$ cat src/design/mfd_pkg.sv
package mfd_pkg;

   // Standard identifiers that carry motor feedback: first id is slot 0.
   localparam logic [10:0] ID_FIRST = 11'h201;
   localparam logic [10:0] ID_LAST  = 11'h208;

   // Encoder unwrap: one turn is 8191 counts, a jump above half a turn wraps.
   localparam logic signed [15:0] COUNTS_PER_TURN = 16'sd8191;
   localparam logic signed [15:0] HALF_TURN       = 16'sd4096;

   // 360 degrees in Q.16, so that dividing by ratio_q8 * 8191 leaves Q.8.
   localparam logic [24:0] ANGLE_SCALE = 25'd23592960;

   // Large-type current: c * 20 / 16384 A in mA Q.8 is c * 625 / 2.
   localparam logic signed [25:0] CURRENT_SCALE = 26'sd625;

   // Configuration register indexes.
   localparam logic [1:0] CSR_SMALL_COUNT = 2'd0;
   localparam logic [1:0] CSR_SMALL_RATIO = 2'd1;
   localparam logic [1:0] CSR_LARGE_RATIO = 2'd2;

   localparam logic [3:0]  SMALL_COUNT_RESET = 4'd0;
   localparam logic [15:0] SMALL_RATIO_RESET = 16'd9216;
   localparam logic [15:0] LARGE_RATIO_RESET = 16'd4916;

   // Divider sizing: the angle dividend is below 2^56, the divisor below 2^29.
   localparam int QUO_W = 56;
   localparam int DIV_W = 29;
   localparam int RPM_STEPS = 24;

   typedef enum logic [2:0] {
      ST_IDLE,
      ST_PREP,
      ST_DIV_RPM,
      ST_MUL,
      ST_DIV_ANG,
      ST_FINISH
   } state_type;

endpackage

$ cat src/design/motor_feedback_frame_decoder.sv
// Motor feedback frame decoder.
// The req channel carries one received bus frame or one clear command per beat.
// Frames that are extended, remote, outside ids 0x201..0x208 or beyond the
// motors in use are dropped without a result; a clear command zeroes one
// motor's running total and gives no result.
// A valid frame updates the motor's unwrapped encoder total and gives one
// rsp beat with the raw count, shaft speed, current, temperature, total and
// output shaft angle. Speed and angle come out of one shared restoring divider
// that retires one quotient bit per cycle and forms 24 quotient bits for the
// speed and 56 for the angle. A frame passes through setup, the speed division,
// the angle scaling, the angle division and the output load, and req_tready
// is high again in the same cycle that the result reaches the output register.
// The output register holds a finished result while rsp_tready is low; the
// next frame is then decoded up to its final step and waits there for the
// register to free up.
// Reset clears the per-motor counts and totals, returns the configuration
// registers to their default values and empties the output register.
module motor_feedback_frame_decoder
   import mfd_pkg::*;
#(
   parameter int MOTOR_SLOTS = 8
) (
   input  logic         clock,
   input  logic         reset,
   // req_tdata: std_id[10:0], payload[66:11], zero_slot[69:67], zeros[71:70]
   input  logic [71:0]  req_tdata,
   // req_tuser: func[0], is_extended[1], is_remote[2]
   input  logic [2:0]   req_tuser,
   input  logic         req_tvalid,
   output logic         req_tready,
   // rsp_tdata: slot[2:0], raw_count[18:3], shaft_rpm[34:19],
   // current_ma_q8[59:35], temperature[67:60], pulse_total[99:68],
   // angle_q8[139:100], zeros[143:140]
   output logic [143:0] rsp_tdata,
   output logic         rsp_tvalid,
   input  logic         rsp_tready,
   input  logic         csr_we,
   input  logic [1:0]   csr_addr,
   input  logic [15:0]  csr_wdata
);

   localparam int SLOT_W = (MOTOR_SLOTS > 1) ? $clog2(MOTOR_SLOTS) : 1;
   localparam logic [3:0] SLOT_LIMIT = 4'(MOTOR_SLOTS);
   localparam logic [QUO_W-1:0] RPM_MAX = QUO_W'(32767);
   localparam logic [QUO_W-1:0] ANG_MAX = QUO_W'(40'sh7F_FFFF_FFFF);

   // Configuration.
   logic [3:0]  small_count_ff;
   logic [15:0] small_ratio_ff;
   logic [15:0] large_ratio_ff;

   // Per-motor state.
   logic [15:0] prev_count_ff [MOTOR_SLOTS];
   logic [31:0] run_total_ff  [MOTOR_SLOTS];

   // Sequencer and item registers.
   state_type state_ff, state_in;
   logic [2:0]               slot_ff, slot_in;
   logic signed [15:0]       raw_ff, raw_in;
   logic signed [15:0]       spd_ff, spd_in;
   logic signed [15:0]       cur_ff, cur_in;
   logic [7:0]               temp_ff, temp_in;
   logic                     large_ff, large_in;
   logic [15:0]              ratio_ff, ratio_in;
   logic [31:0]              pulse_ff, pulse_in;
   logic [31:0]              tot_mag_ff, tot_mag_in;
   logic [24:0]              ma_ff, ma_in;
   logic [15:0]              rpm_ff, rpm_in;

   // Shared divider.
   logic [QUO_W-1:0] quo_ff, quo_in;
   logic [DIV_W-1:0] rem_ff, rem_in;
   logic [DIV_W-1:0] divisor_ff, divisor_in;
   logic [5:0]       iter_ff, iter_in;
   logic             neg_ff, neg_in;
   logic             zero_num_ff, zero_num_in;

   // Output register.
   logic         rsp_valid_ff, rsp_valid_in;
   logic [143:0] rsp_data_ff, rsp_data_in;

   // Decode of the req beat.
   logic              accept;
   logic              func;
   logic              is_extended;
   logic              is_remote;
   logic [10:0]       std_id;
   logic [55:0]       payload;
   logic [2:0]        zero_slot;
   logic [2:0]        frame_slot;
   logic              frame_ok;
   logic              clear_ok;
   logic [SLOT_W-1:0] frame_idx;
   logic [SLOT_W-1:0] clear_idx;
   logic signed [15:0] new_count;
   logic signed [15:0] raw_step;
   logic signed [15:0] step;
   logic [31:0]        new_total;
   logic               frame_large;

   // Datapath helpers.
   logic [DIV_W:0]     shift_rem;
   logic [DIV_W:0]     sub_rem;
   logic               fits;
   logic [QUO_W-1:0]   quo_step;
   logic [DIV_W-1:0]   rem_step;
   logic [15:0]        spd_mag;
   logic signed [25:0] cur_x625;
   logic signed [25:0] cur_half;
   logic [QUO_W-1:0]   rpm_q;
   logic [15:0]        rpm_sat;
   logic [39:0]        ang_sat;

   assign func        = req_tuser[0];
   assign is_extended = req_tuser[1];
   assign is_remote   = req_tuser[2];
   assign std_id      = req_tdata[10:0];
   assign payload     = req_tdata[66:11];
   assign zero_slot   = req_tdata[69:67];

   assign req_tready = (state_ff == ST_IDLE);
   assign accept     = req_tvalid && req_tready;

   assign frame_slot = 3'(std_id - ID_FIRST);
   assign frame_ok   = accept && !func && !is_extended && !is_remote &&
                       (std_id >= ID_FIRST) && (std_id <= ID_LAST) &&
                       ({1'b0, frame_slot} < SLOT_LIMIT);
   assign clear_ok   = accept && func && ({1'b0, zero_slot} < SLOT_LIMIT);
   assign frame_idx  = frame_slot[SLOT_W-1:0];
   assign clear_idx  = zero_slot[SLOT_W-1:0];

   // Multi-turn unwrap: the 16-bit difference is folded back by one turn
   // when it jumps by more than half a turn.
   assign new_count = $signed(payload[55:40]);
   assign raw_step  = new_count - $signed(prev_count_ff[frame_idx]);
   always_comb begin
      if (raw_step > HALF_TURN) begin
         step = raw_step - COUNTS_PER_TURN;
      end else if (raw_step < -HALF_TURN) begin
         step = raw_step + COUNTS_PER_TURN;
      end else begin
         step = raw_step;
      end
   end
   assign new_total   = run_total_ff[frame_idx] + 32'(step);
   assign frame_large = ({1'b0, frame_slot} >= small_count_ff);

   // One restoring step: bring down the next dividend bit, subtract if it fits.
   assign shift_rem = {rem_ff, quo_ff[QUO_W-1]};
   assign sub_rem   = shift_rem - {1'b0, divisor_ff};
   assign fits      = (shift_rem >= {1'b0, divisor_ff});
   assign rem_step  = fits ? sub_rem[DIV_W-1:0] : shift_rem[DIV_W-1:0];
   assign quo_step  = {quo_ff[QUO_W-2:0], fits};

   assign spd_mag  = spd_ff[15] ? 16'(-spd_ff) : 16'(spd_ff);
   assign cur_x625 = 26'(cur_ff) * CURRENT_SCALE;
   assign cur_half = (cur_x625 + 26'(cur_x625[25])) >>> 1;

   // A zero divisor leaves an all-ones quotient, which saturates in the sign
   // of the dividend; a zero dividend always gives zero.
   assign rpm_q = {{(QUO_W - RPM_STEPS){1'b0}}, quo_ff[RPM_STEPS-1:0]};
   always_comb begin
      if (zero_num_ff) begin
         rpm_sat = '0;
      end else if (neg_ff) begin
         rpm_sat = (rpm_q > RPM_MAX + QUO_W'(1)) ? 16'h8000 : 16'(-rpm_q[15:0]);
      end else begin
         rpm_sat = (rpm_q > RPM_MAX) ? 16'h7FFF : rpm_q[15:0];
      end
   end

   always_comb begin
      if (zero_num_ff) begin
         ang_sat = '0;
      end else if (neg_ff) begin
         ang_sat = (quo_ff > ANG_MAX + QUO_W'(1)) ? 40'h80_0000_0000 :
                   40'(-quo_ff[39:0]);
      end else begin
         ang_sat = (quo_ff > ANG_MAX) ? 40'h7F_FFFF_FFFF : quo_ff[39:0];
      end
   end

   always_comb begin
      state_in     = state_ff;
      slot_in      = slot_ff;
      raw_in       = raw_ff;
      spd_in       = spd_ff;
      cur_in       = cur_ff;
      temp_in      = temp_ff;
      large_in     = large_ff;
      ratio_in     = ratio_ff;
      pulse_in     = pulse_ff;
      tot_mag_in   = tot_mag_ff;
      ma_in        = ma_ff;
      rpm_in       = rpm_ff;
      quo_in       = quo_ff;
      rem_in       = rem_ff;
      divisor_in   = divisor_ff;
      iter_in      = iter_ff;
      neg_in       = neg_ff;
      zero_num_in  = zero_num_ff;
      rsp_data_in  = rsp_data_ff;
      rsp_valid_in = rsp_valid_ff && !rsp_tready;

      unique case (state_ff)
         ST_IDLE: begin
            if (frame_ok) begin
               slot_in  = frame_slot;
               raw_in   = new_count;
               spd_in   = $signed(payload[39:24]);
               cur_in   = $signed(payload[23:8]);
               temp_in  = frame_large ? payload[7:0] : 8'd0;
               large_in = frame_large;
               ratio_in = frame_large ? large_ratio_ff : small_ratio_ff;
               pulse_in = new_total;
               state_in = ST_PREP;
            end
         end
         ST_PREP: begin
            ma_in       = large_ff ? cur_half[24:0] : {cur_ff[15], cur_ff, 8'd0};
            tot_mag_in  = pulse_ff[31] ? 32'(-pulse_ff) : pulse_ff;
            quo_in      = {spd_mag, 8'd0, {(QUO_W - RPM_STEPS){1'b0}}};
            rem_in      = '0;
            divisor_in  = DIV_W'(ratio_ff);
            neg_in      = spd_ff[15];
            zero_num_in = (spd_ff == 16'sd0);
            iter_in     = 6'(RPM_STEPS - 1);
            state_in    = ST_DIV_RPM;
         end
         ST_DIV_RPM: begin
            quo_in  = quo_step;
            rem_in  = rem_step;
            iter_in = iter_ff - 6'd1;
            if (iter_ff == 6'd0) begin
               state_in = ST_MUL;
            end
         end
         ST_MUL: begin
            rpm_in      = rpm_sat;
            quo_in      = QUO_W'(tot_mag_ff) * QUO_W'(ANGLE_SCALE);
            rem_in      = '0;
            divisor_in  = DIV_W'({ratio_ff, 13'd0} - {13'd0, ratio_ff});
            neg_in      = pulse_ff[31];
            zero_num_in = (pulse_ff == 32'd0);
            iter_in     = 6'(QUO_W - 1);
            state_in    = ST_DIV_ANG;
         end
         ST_DIV_ANG: begin
            quo_in  = quo_step;
            rem_in  = rem_step;
            iter_in = iter_ff - 6'd1;
            if (iter_ff == 6'd0) begin
               state_in = ST_FINISH;
            end
         end
         ST_FINISH: begin
            if (!rsp_valid_ff || rsp_tready) begin
               rsp_data_in  = {4'd0, ang_sat, pulse_ff, temp_ff, ma_ff, rpm_ff,
                               raw_ff, slot_ff};
               rsp_valid_in = 1'b1;
               state_in     = ST_IDLE;
            end
         end
         default: begin
            state_in = ST_IDLE;
         end
      endcase
   end

   always_ff @(posedge clock) begin
      if (reset) begin
         state_ff       <= ST_IDLE;
         rsp_valid_ff   <= 1'b0;
         small_count_ff <= SMALL_COUNT_RESET;
         small_ratio_ff <= SMALL_RATIO_RESET;
         large_ratio_ff <= LARGE_RATIO_RESET;
         for (int i = 0; i < MOTOR_SLOTS; i++) begin
            prev_count_ff[i] <= '0;
            run_total_ff[i]  <= '0;
         end
      end else begin
         state_ff     <= state_in;
         rsp_valid_ff <= rsp_valid_in;
         if (csr_we) begin
            unique case (csr_addr)
               CSR_SMALL_COUNT: small_count_ff <= csr_wdata[3:0];
               CSR_SMALL_RATIO: small_ratio_ff <= csr_wdata;
               CSR_LARGE_RATIO: large_ratio_ff <= csr_wdata;
               default: begin
               end
            endcase
         end
         if (frame_ok) begin
            prev_count_ff[frame_idx] <= 16'(new_count);
            run_total_ff[frame_idx]  <= new_total;
         end
         if (clear_ok) begin
            run_total_ff[clear_idx] <= '0;
         end
      end
   end

   always_ff @(posedge clock) begin
      slot_ff     <= slot_in;
      raw_ff      <= raw_in;
      spd_ff      <= spd_in;
      cur_ff      <= cur_in;
      temp_ff     <= temp_in;
      large_ff    <= large_in;
      ratio_ff    <= ratio_in;
      pulse_ff    <= pulse_in;
      tot_mag_ff  <= tot_mag_in;
      ma_ff       <= ma_in;
      rpm_ff      <= rpm_in;
      quo_ff      <= quo_in;
      rem_ff      <= rem_in;
      divisor_ff  <= divisor_in;
      iter_ff     <= iter_in;
      neg_ff      <= neg_in;
      zero_num_ff <= zero_num_in;
      rsp_data_ff <= rsp_data_in;
   end

   assign rsp_tvalid = rsp_valid_ff;
   assign rsp_tdata  = rsp_data_ff;

endmodule

$ cat config.mk
export PLATFORM = sky130hd
export DESIGN_NAME = motor_feedback_frame_decoder
export DESIGN_NICKNAME = d
export VERILOG_FILES = /design/src/design/mfd_pkg.sv /design/src/design/motor_feedback_frame_decoder.sv
export SDC_FILE = /design/constraint.sdc
export NUM_CORES = 2
export LEC_CHECK = 0
export BUFFER_PORTS_ARGS = -buffer_cell sky130_fd_sc_hd__buf_2
export CAP_MARGIN = 10
export CORE_MARGIN = 5
export CORE_UTILIZATION = 42
export DETAILED_ROUTE_END_ITERATION = 8
export HOLD_SLACK_MARGIN = 0.06
export PLACE_DENSITY = 0.7
export SYNTH_ARGS = -nofsm -noshare
export SYNTH_HDL_FRONTEND = slang
export SYNTH_SLANG_ARGS = --single-unit
$ cat constraint.sdc
create_clock -name clock -period 7.5 [get_ports clock]
set_clock_uncertainty 0.05 [all_clocks]
set_input_delay 0.375 -clock clock [delete_from_list [all_inputs] [get_ports clock]]
set_output_delay 0.375 -clock clock [all_outputs]
set_load 0.1 [all_outputs]
# == Yosys cells after proc, flatten, opt, wreduce, memory -nomap -nowiden ==
# Memories as Yosys holds them, arrays and structs flattened.
# Index checks and enable logic that the tools add are counted.
# word_totals
memories,2
elab_cells,140
out_inout_bits,146
ramBits,384
ff_bits,483
inputBits,98
# classes
n_mux,43
reduce_logical,33
n_mul,2
n_addsub,13
eq_ne,11
n_lt_le_gt_ge,10
# memory_table
memory,words,width,rd,rd_ports_with_merged_regs,write_ports,line_no,rtl
run_total_ff,8,32,1,0,8,motor_feedback_frame_decoder.sv:54,logic [31:0] run_total_ff [MOTOR_SLOTS];
prev_count_ff,8,16,1,0,8,motor_feedback_frame_decoder.sv:53,logic [15:0] prev_count_ff [MOTOR_SLOTS];
# ops
operator,n
$pmux W56 S3,1
$mux W16,8
$mux W40,3
$pmux W29 S2,2
$mux W32,2
$reduce_or A32 Y1,2
$gt A56 B39 Y1 const B,1
$gt A56 B40 Y1 const B,1
$neg A40 Y40,1
$mul A32 B6 Y37 const B,1
$add A32 B32 Y32,1
$logic_not A32 Y1,1
$neg A16 Y16,2
$neg A32 Y32,1
$mux W31,1
$ge A30 B29 Y1,1
$mux W29,1
$sub A29 B16 Y29,1
$sub A29 B29 Y29,1
$add A26 B1 Y26,1
$mul A16 B11 Y26 const B,1
$mux W25,1
$gt A24 B15 Y1 const B,1
$gt A24 B16 Y1 const B,1
other kinds (35),75

# == Longest topological paths before layout ==
# depth
word_depth,13
depth_mapped,37
mapped_depth_nobuf,33

# == Worst setup path before layout ==
# No wires, ideal clock.
# synth_timing
path_type,input-to-reg
start,input req_tdata[0]
end,"memory run_total_ff[0][29], data pin"
required_time_ps,7175
setup_time_ps,275
t_arrival_ps,7827
setup_slack_ps,-652
path_buffers,6
path_stages,34
cell_sequence,inv_1 buf_1 ha_1 xnor2_1 inv_1 clkbuf_1 clkbuf_1 buf_1 clkbuf_1 o211ai_1 a222oi_1 ha_1 buf_2 a211oi_2 o21bai_4 a211oi_2 o31ai_2 xor2_2 nor3_1 a211o_1 or2_1 o32ai_2 xor2_1 ha_1 a21oi_1 o21ai_0 o31a_1 or3_1 o21ai_0 a21oi_1 o21ai_0 a32oi_1 xnor2_1 nor2_1
# synth_lines
element,line_no,rtl
"start, declared",motor_feedback_frame_decoder.sv:26,"input logic [71:0] req_tdata,"
"end, declared",motor_feedback_frame_decoder.sv:54,

==> flow_summary.yaml <==
outcome:
  status: "finished clean"
place:
  dpl_cell_area_um2: 52940
  io_buffers: 237
  place_ws_ns: -0.3500
  dp.final_hpwl_um: 92460
  place_congestion: 0.9248
  dp_cells: 6146
cells_and_area:
  layout.nets: 5255
  drive_gt1_share_pct: 16.90
  utilization_pct: 49.82
  antenna_cells: 0
  design_area_um2: 56810
  syn_to_final_growth_pct: 18.21
  fin_cells: 6389
grt:
  grt.total_usage_pct: 21.44
  grt_most_used_layer: "met2"
  use_met2_pct: 34.94
  grt_max_degree: 102
  overflow: 0
  grtUsageMet1_pct: 29.26
  grtUsageMet3_pct: 4.234
  grt_pass1_vias: 35242
  grt_pass1_wl_um: 204500
  antenna_found_initial: 6
critical_path:
  r2r_cells: 29
  crit_path_frequent_cell: "buf_4"
  critPathMaxFanout: 12
  critPathLaunch: "req_tdata[1]"
  cp_slowest_cell: "fa_1"
  max_stage_delay_ns: 0.48
  r2r_slack_ns: 0.57
  r2r-start: "prev_count_ff[5][8]$_SDFFCE_PN0P_"
  end_kind: "flop"
  cp-start-kind: "input pin"
  crit_arrival_ns: 7.53
  path_class: "input pin to flop"
  cp.required_ns: 7.83
sta:
  slew_headroom_pct: 28.24
  worst_hold_slack_ns: 0.09012
  setup_viol: 0
  hold_viol_final: 0
  fmax_mhz: 138.9
  drv_slew: 0
  worst_slack_ns: 0.3007
  period_share_pct: 95.99
  worst_pin_slew_ns: 1.072
  post-route-min-period_ns: 7.199
synthesis:
  syn_area_per_cell_um2: 11.23
  synth_ff_type: "edfxtp_1"
  synthArstFlopShare_pct: 0
  synth_edf_count: 827
  synthCells: 4278
  ys_seq_area_share_pct: 53.34
  synth.distinct_cells: 106
  ys_ff_latch: 867
  synth_warnings: 0
  synth_area_um2: 48060
clock_tree:
  cts_max_level: 3
  path_clk_slew_ns: 0.06
  cts_buffers: 93
  cts_root_buf: "clkbuf_16"
  clockBufferDepth: 3
  clock_sinks: 867
  insertion_delay_ns: 0.69
  tritoncts: "done"
routing:
  routedWlPerCell_um: 20.94
  vias: 35978
  vias_per_cell: 5.631
  ant_nets: 0
  post-route-drc-count: 0
  wl_um: 133800
  drt_iter0_drc: 3781
  first_pass_iters: 6
die:
  ioPinCount: 244
  dieArea_um2: 121300
  initial_utilization_pct: 42.15
  die_h_um: 348.3
  fp.dieW_um: 348.3
  coreArea_um2: 114000
  placementRows: 124
min_path:
  hold_depth: 2
  hold_path_class: "input pin to flop"
  holdCritStartpoint: "req_tdata[17]"
power:
  power.density_nw_per_um2: 304.5
  p_leak_nw: 22.83
  vdd_drop_max_v: 0.0002405
flow_run:
  drv_cap: 0
registers in the layout, summed over array words and instances, names as in the netlist, 8 cells and up:
name,cells
small_ratio_ff,16
tot_mag_ff,32
ma_ff,25
rsp_tdata,140
raw_ff,16
run_total_ff,256
rpm_ff,16
spd_ff,16
pulse_ff,32
temp_ff,8
quo_ff,56
ratio_ff,16
cur_ff,16
divisor_ff,29
large_ratio_ff,16
prev_count_ff,128
rem_ff,29
synthesized netlist by cell type, types with 32 or more instances:
cell	number	area share (%)
o21ai_0	126	1.3
inv_1	316	2.5
nand3_1	69	0.72
edfxtp_1	827	52
o221ai_1	32	0.58
nor3_1	108	1.1
xnor2_1	119	2.2
fa_1	106	4.4
nand3b_1	33	0.52
xor2_1	92	1.7
mux2i_1	37	0.77
o22ai_1	59	0.77
ha_1	249	6.5
nor2_1	535	4.2
a21oi_1	217	2.3
nand2_1	282	2.2
dfxtp_1	40	1.7
and2_1	40	0.52
clkbuf_1	163	1.3
a21o_1	61	0.95
nand2b_1	44	0.57
and3_1	146	1.9
worst max-delay path: cells and delay by family:
| kind | cells | cell delay [ns] |
|---|---|---|
| adders and majority gates | 4 | 1.34 |
| AOI/OAI and AO/OA | 11 | 2.37 |
| and+or+nand+nor | 9 | 1.59 |
| buffers and inverters | 9 | 1.17 |
| muxes | 1 | 0.26 |
| xor gates and xnor gates | 2 | 0.42 |
per-layer routing:
layer	routed length [µm]	vias to the layer above
met3	12890	239
met2	61970	1632
met4	3704	2
met5	13	-
li1	-	16638
met1	55180	17467
power breakdown:
part	internal (mW)	total (mW)	switching, mW
Sequential	5.73	5.90	0.168
Clock	2.70	4.69	1.99
Combinational	2.75	6.71	3.96
layout make-up:
| cell class | instances | area [µm²] |
|---|---|---|
| Fill cell | 10053 | 57220 |
| Timing Repair Buffer | 618 | 4324 |
| Tap cell | 1512 | 1892 |
| Multi-Input combinational cell | 2905 | 20680 |
| Clock buffer | 112 | 2505 |
| Inverter | 317 | 1195 |
| Sequential cell | 867 | 25630 |
| Clock inverter | 58 | 585.6 |
metrics by stage:
stage	TNS (ns)	total power, mW
after floorplan	0	10.08
after global placement	-11.44	12.38
after detailed placement	-16.19	12.50
after CTS	0	17.25
after global routing	-0.0005613	18.25
final	0	17.30
logic make-up after synthesis:
logic type                 synth area share (%)
buffers and inverters                     4.087
xor gates and xnor gates                  3.947
AOI/OAI and AO/OA                         11.63
adders and majority gates                 10.90
muxes                                     1.614
and+or+nand+nor                           14.47
other                                  0.007803
DFF                                       53.34
path summary, 6_finish.rpt:
kind,to
min,temp_ff[6]$_SDFFCE_PP0P_
min reg2reg,rsp_tdata[36]$_DFFE_PP_
max,run_total_ff[6][29]$_SDFFCE_PN0P_
max reg2reg,run_total_ff[6][29]$_SDFFCE_PN0P_
cell usage in the layout (no fill, tap or decap), types with 59 or more instances in the layout:
master and count:
edfxtp_1 827, fa_1 106, nand3_1 69, buf_4 302, o22ai_1 59, clkbuf_16 98, buf_2 237, nor2_1 526
inv_1 313, nor3_1 106, a21o_1 61, ha_1 248, a21oi_1 214, nand2_1 281, xnor2_1 114, dlygate4sd3_1 71
xor2_1 90, o21ai_0 125, and3_1 146
repair_timing:
item	4_1_cts	5_1_grt
endpoints found under the hold margin	91	0
resized for setup	0	9
buffers inserted	0	2
hold buffers	71	0
endpoints found under the setup margin	0	54
No activity file was read; power rests on OpenSTA's default activity.
